--- src/design/bsl_pkg.sv ---
// Package for the last-below binary search block: sizes, codes, FSM states
// and the structs passed between the controller, the store and the top level.
// No dependencies.
package bsl_pkg;

  localparam int DEPTH  = 1024;
  localparam int IDX_W  = $clog2(DEPTH);
  localparam int POS_W  = 10;
  localparam int VAL_W  = 32;
  localparam int RES_W  = 11;
  localparam int RLO_W  = 10;
  localparam int SRCH_W = IDX_W + 2;
  localparam int CFG_W  = 11;
  localparam int CIDX_W = 1;

  localparam logic [CIDX_W-1:0] CFG_RANGE_LOW  = 1'd0;
  localparam logic [CIDX_W-1:0] CFG_RANGE_HIGH = 1'd1;

  localparam logic MODE_WRITE = 1'b0;
  localparam logic MODE_QUERY = 1'b1;

  typedef enum logic [1:0] {
    S_IDLE,
    S_PROBE,
    S_CMP,
    S_DONE
  } bsl_state_t;

  typedef struct packed {
    logic             wen;
    logic [IDX_W-1:0] waddr;
    logic [VAL_W-1:0] wdata;
    logic             ren;
    logic [IDX_W-1:0] raddr;
  } ram_req_t;

  typedef struct packed {
    logic             valid;
    logic [RES_W-1:0] index;
  } result_t;

endpackage

--- src/design/bsl_ctrl.sv ---
// Search controller: takes write and query requests, drives the store and
// walks the binary search one probe per read/compare pair. Depends on bsl_pkg.
module bsl_ctrl
  import bsl_pkg::*;
(
  input  logic                    clk,
  input  logic                    rst_n,
  input  logic                    in_valid,
  output logic                    in_ready,
  input  logic                    in_mode,
  input  logic [POS_W-1:0]        in_pos,
  input  logic [VAL_W-1:0]        in_val,
  input  logic [RLO_W-1:0]        range_low,
  input  logic signed [RES_W-1:0] range_high,
  input  logic                    res_ready,
  output result_t                 res,
  output ram_req_t                ram_req,
  input  logic [VAL_W-1:0]        rd_data
);

  localparam logic signed [SRCH_W-1:0] HIGH_MAX = SRCH_W'(DEPTH - 1);

  bsl_state_t state_r, state_nxt;
  logic signed [SRCH_W-1:0] low_r, low_nxt;
  logic signed [SRCH_W-1:0] high_r, high_nxt;
  logic signed [SRCH_W-1:0] mid_r, mid_nxt;
  logic [VAL_W-1:0]         key_r, key_nxt;

  logic signed [SRCH_W:0]   sum;
  logic signed [SRCH_W-1:0] high_init;
  logic                     accept;
  logic                     elem_below;
  logic signed [SRCH_W-1:0] low_m1;

  always_ff @(posedge clk) begin
    if (!rst_n) begin
      state_r <= S_IDLE;
    end else begin
      state_r <= state_nxt;
    end
  end

  always_ff @(posedge clk) begin
    low_r  <= low_nxt;
    high_r <= high_nxt;
    mid_r  <= mid_nxt;
    key_r  <= key_nxt;
  end

  always_comb begin
    high_init = {{(SRCH_W - RES_W){range_high[RES_W-1]}}, range_high};
    if (high_init > HIGH_MAX) begin
      high_init = HIGH_MAX;
    end
    sum        = (SRCH_W + 1)'(low_r) + (SRCH_W + 1)'(high_r);
    elem_below = $signed(rd_data) < $signed(key_r);
    low_m1     = low_r - SRCH_W'(1);
    accept     = in_valid && in_ready;
  end

  always_comb begin
    state_nxt = state_r;
    low_nxt   = low_r;
    high_nxt  = high_r;
    mid_nxt   = mid_r;
    key_nxt   = key_r;
    in_ready  = 1'b0;
    res.valid = 1'b0;
    res.index = low_m1[RES_W-1:0];

    ram_req.wen   = 1'b0;
    ram_req.waddr = IDX_W'(in_pos);
    ram_req.wdata = in_val;
    ram_req.ren   = 1'b0;
    ram_req.raddr = mid_nxt[IDX_W-1:0];

    case (state_r)
      S_IDLE: begin
        in_ready = 1'b1;
        // Writes finish here; a query reads only from the next cycle on, so a
        // write and a probe never meet at the same entry.
        if (accept && in_mode == MODE_WRITE) begin
          ram_req.wen = (32'(in_pos) < DEPTH);
        end
        if (accept && in_mode == MODE_QUERY) begin
          low_nxt   = SRCH_W'(range_low);
          high_nxt  = high_init;
          key_nxt   = in_val;
          state_nxt = S_PROBE;
        end
      end
      S_PROBE: begin
        if (low_r <= high_r) begin
          mid_nxt       = sum[SRCH_W:1];
          ram_req.ren   = 1'b1;
          ram_req.raddr = mid_nxt[IDX_W-1:0];
          state_nxt     = S_CMP;
        end else begin
          state_nxt = S_DONE;
        end
      end
      S_CMP: begin
        if (elem_below) begin
          low_nxt = mid_r + SRCH_W'(1);
        end else begin
          high_nxt = mid_r - SRCH_W'(1);
        end
        state_nxt = S_PROBE;
      end
      S_DONE: begin
        // Hold the answer until the output register has room.
        if (res_ready) begin
          res.valid = 1'b1;
          state_nxt = S_IDLE;
        end
      end
      default: begin
        state_nxt = S_IDLE;
      end
    endcase
  end

endmodule

--- config.mk ---
export PLATFORM = sky130hd
export DESIGN_NAME = bsl_ctrl
export DESIGN_NICKNAME = d
export VERILOG_FILES = /design/src/design/bsl_pkg.sv /design/src/design/bsl_ctrl.sv
export SDC_FILE = /design/constraint.sdc
export NUM_CORES = 1
export LEC_CHECK = 0
export ABC_AREA = 1
export BUFFER_PORTS_ARGS = -buffer_cell sky130_fd_sc_hd__buf_2
export CAP_MARGIN = 0
export CORE_UTILIZATION = 45
export CTS_CLUSTER_SIZE = 14
export DETAILED_ROUTE_END_ITERATION = 12
export GPL_TIMING_DRIVEN = 0
export HOLD_SLACK_MARGIN = 0.15
export PLACE_DENSITY = 0.85
export SYNTH_ARGS = -nofsm -noshare
export SYNTH_HDL_FRONTEND = slang
export SYNTH_SLANG_ARGS = --single-unit
--- constraint.sdc ---
create_clock -name clk -period 2.1 [get_ports clk]
set_input_delay 0.105 -clock clk [delete_from_list [all_inputs] [get_ports clk]]
set_output_delay 0.105 -clock clk [all_outputs]
set_load 0.02 [all_outputs]
==> results.json <==
{
  "fin_crit_ns": 2.67,
  "chipWidth_um": 109,
  "synthTopCellsByArea": "edfxtp_1 (40%), ha_1 (14%), nand2_1 (7.4%)",
  "skew_ns": 0.00841,
  "syn-num-nets": 743,
  "fill_cells": 665,
  "ys_warn_count": 0,
  "cp-start-kind": "register",
  "first_pass_iters": 5,
  "p_leak_nw": 3.87,
  "max_stage_delay_ns": 0.39,
  "cp.buffers_inverters": 2,
  "reg2reg_slack_ns": -0.31,
  "final_common_cell": "buf_2",
  "antenna_cells": 0,
  "ys_seq_elements": 70,
  "nets": 1010,
  "cts_htree_levels": 3,
  "ir_worst_vdd_mv": 0.836,
  "start_util_pct": 46.8,
  "fin_tns_setup_ns": -10.63,
  "worst_pin_slew_ns": 0.933,
  "path_max_fanout": 3,
  "cts.path.max_buffers": 2,
  "syn_to_final_growth_pct": 53.2,
  "numCtsBuffers": 9,
  "drv_slew": 0,
  "antenna_found_initial": 0,
  "globalRouteTotalUtil_pct": 26.4,
  "gp_congestion": 0.929,
  "crit_chain": "ha_2 -> inv_2 -> fa_2 -> o21ai_4 -> nand4_1 -> nand2_2 -> nand3_4 -> nand2_2 -> nand2_2 -> nand2_4 -> nand2_2 -> o21ai_2 -> buf_6",
  "portBuffers": 156,
  "root_buffer": "clkbuf_16",
  "multi_input_area_mm2": 0.00264,
  "pin_count": 167,
  "finalCritPeriodShare_pct": 127,
  "wl_per_cell_um": 16.6,
  "setup_violations": 51,
  "crit_path_frequent_cell": "nand2_2",
  "yosysSeqAreaShare_pct": 40.5,
  "final_cells": 996,
  "max_freq_ghz": 0.374,
  "yosys.area.top_type": "edfxtp_1",
  "die_area_mm2": 0.0119,
  "grt_pass1_wl_mm": 23.8,
  "hpwlAfterDp_mm": 9.69,
  "synth_cells": 584,
  "antenna_left": 0,
  "synth_top_area_share_pct": 39.7,
  "rsz0062_at_grt": "true",
  "vias_per_cell": 5.14,
  "drc": 0,
  "power_density_mw_per_mm2": 1330,
  "grt-ovfl-total": 0,
  "cts_tree": "built",
  "path_clk_slew_ns": 0.06,
  "drt_wl_total_mm": 16.6,
  "cpLargestDelayFamily": "simple AND/OR/NAND/NOR gates",
  "vias": 5118,
  "final_cell_mix": "buf_2 (145), nand2_1 (90), inv_1 (84)",
  "cts.sinks": 70,
  "setup_slack_ns": -0.574,
  "status": "complete, but fails checks",
  "worstHoldPathType": "in2reg",
  "clock_latency_ns": 0.34,
  "cp.required_ns": 2.00,
  "placed_cells": 880,
  "rows": 38,
  "grt_max_degree": 33,
  "slowest_stage": "edfxtp_1",
  "maxCapViolCount": 0,
  "slew_headroom_pct": 37.7,
  "worstSetupPathType": "reg2out",
  "grt_pass1_vias": 5053,
  "first_iter_violations": 432,
  "dieHeight_um": 109,
  "avgSynthCellArea_um2": 8.81,
  "total_power_mw": 10.5,
  "finalHoldViolations": 0,
  "synthesis.area_mm2": 0.00514,
  "arrival_ns": 2.57,
  "core-area_mm2": 0.0110,
  "register_area_mm2": 0.00208,
  "synth_cell_types": 43,
  "drive_above_1_share_pct": 42.2,
  "violations": "setup timing",
  "end_kind": "output pin"
}
synthesized netlist by cell type (all sizes together):
cell     number
inv         107
nand2       104
edfxtp       68
ha           58
buf          46
nor2         44
a21oi        37
o21ai        37
xor2         22
nand3        16
nor3         10
nand4         6
a31oi         3
a21o          2
clkbuf        2
dfxtp         2
nor3b         2
o21a          2
o21bai        2
o31ai         2
xnor2         2
a22o          1
and2          1
and3          1
bufinv        1
clkinv        1
fa            1
o2111ai       1
o32a          1
o41ai         1
or2           1
through the flow:
| step | hold slack (ns) | setup slack, ns | area [um2] | util, % |
|---|---|---|---|---|
| 2_1_floorplan | 0.204 | 0.0233 | 5150 | - |
| 3_3_place_gp | 0.297 | -0.295 | 6110 | 55.6 |
| 3_5_place_dp | 0.297 | -0.316 | 6110 | 55.6 |
| 4_1_cts | 0.362 | -0.340 | 7660 | 69.7 |
| 5_1_grt | 0.408 | -0.672 | 7880 | 71.7 |
| 6_report | 0.378 | -0.574 | 7880 | 71.7 |
power breakdown:
| group | leakage [nW] | switching, mW | total [mW] | internal, mW |
|---|---|---|---|---|
| Sequential | 0.651 | 0.297 | 2.43 | 2.14 |
| Combinational | 3.06 | 3.66 | 6.36 | 2.69 |
| Clock | 0.161 | 0.613 | 1.67 | 1.05 |
path summary, 6_finish.rpt:
check	from	to	cells past startpoint
setup reg to reg	high_r[9]	mid_r[10]	10
hold / removal	in_mode	key_r[22]	3
setup / recovery	high_r[0]	ram_req[9]	13
hold reg to reg	mid_r[11]	low_r[11]	2
layer usage:
metal	wire length (um)	track usage, %	vias up
li1	-	-	2399
met1	6360	30.4	2366
met2	8400	47.1	298
met3	1220	5.32	55
met4	578	11.8	0
met5	0	0	-
worst reg2reg max path: stages, from the launching register on:
cell and delay (ns):
edfxtp_1 0.43, inv_1 0.09, ha_1 0.27, a21o_1 0.21
a21oi_1 0.21, nand4_1 0.20, nand3_4 0.14, nand2_4 0.09
inv_8 0.10, buf_6 0.12, bufbuf_16 0.27
cells by family (layout without fill, tap and decap cells):
group	after synthesis	after routing	synth area share (%)
and+or+nand+nor	185	185	15.6
buffers and inverters	157	429	15.3
AOI/OAI and AO/OA	89	89	10.0
DFF	70	70	40.5
adders and majority gates	59	59	14.5
xor gates and xnor gates	24	24	4.09
flip-flops by register name, indices dropped and copies added, names as in the netlist:
register,flops
high_r,12
key_r,32
low_r,12
mid_r,12
state_r,2
repair_timing:
item                                    CTS  global route
cloned                                    3             0
hold buffers                             55             0
gates resized for setup                  70            40
endpoints found under the setup margin   53            58
hold endpoints to repair                 56             0
pin swaps                                22            21
setup buffers                            34             8
area by class of cell:
type                       count  area share [%]
clock inverter                 7            1.32
multi-input combinational    357            33.5
inverter                     109            5.54
tap                          140            2.22
buffer                        48            4.53
timing repair buffer         256            23.6
sequential                    70            26.4
clock buffer                   9            2.86
(Power assumes the default switching activity.)
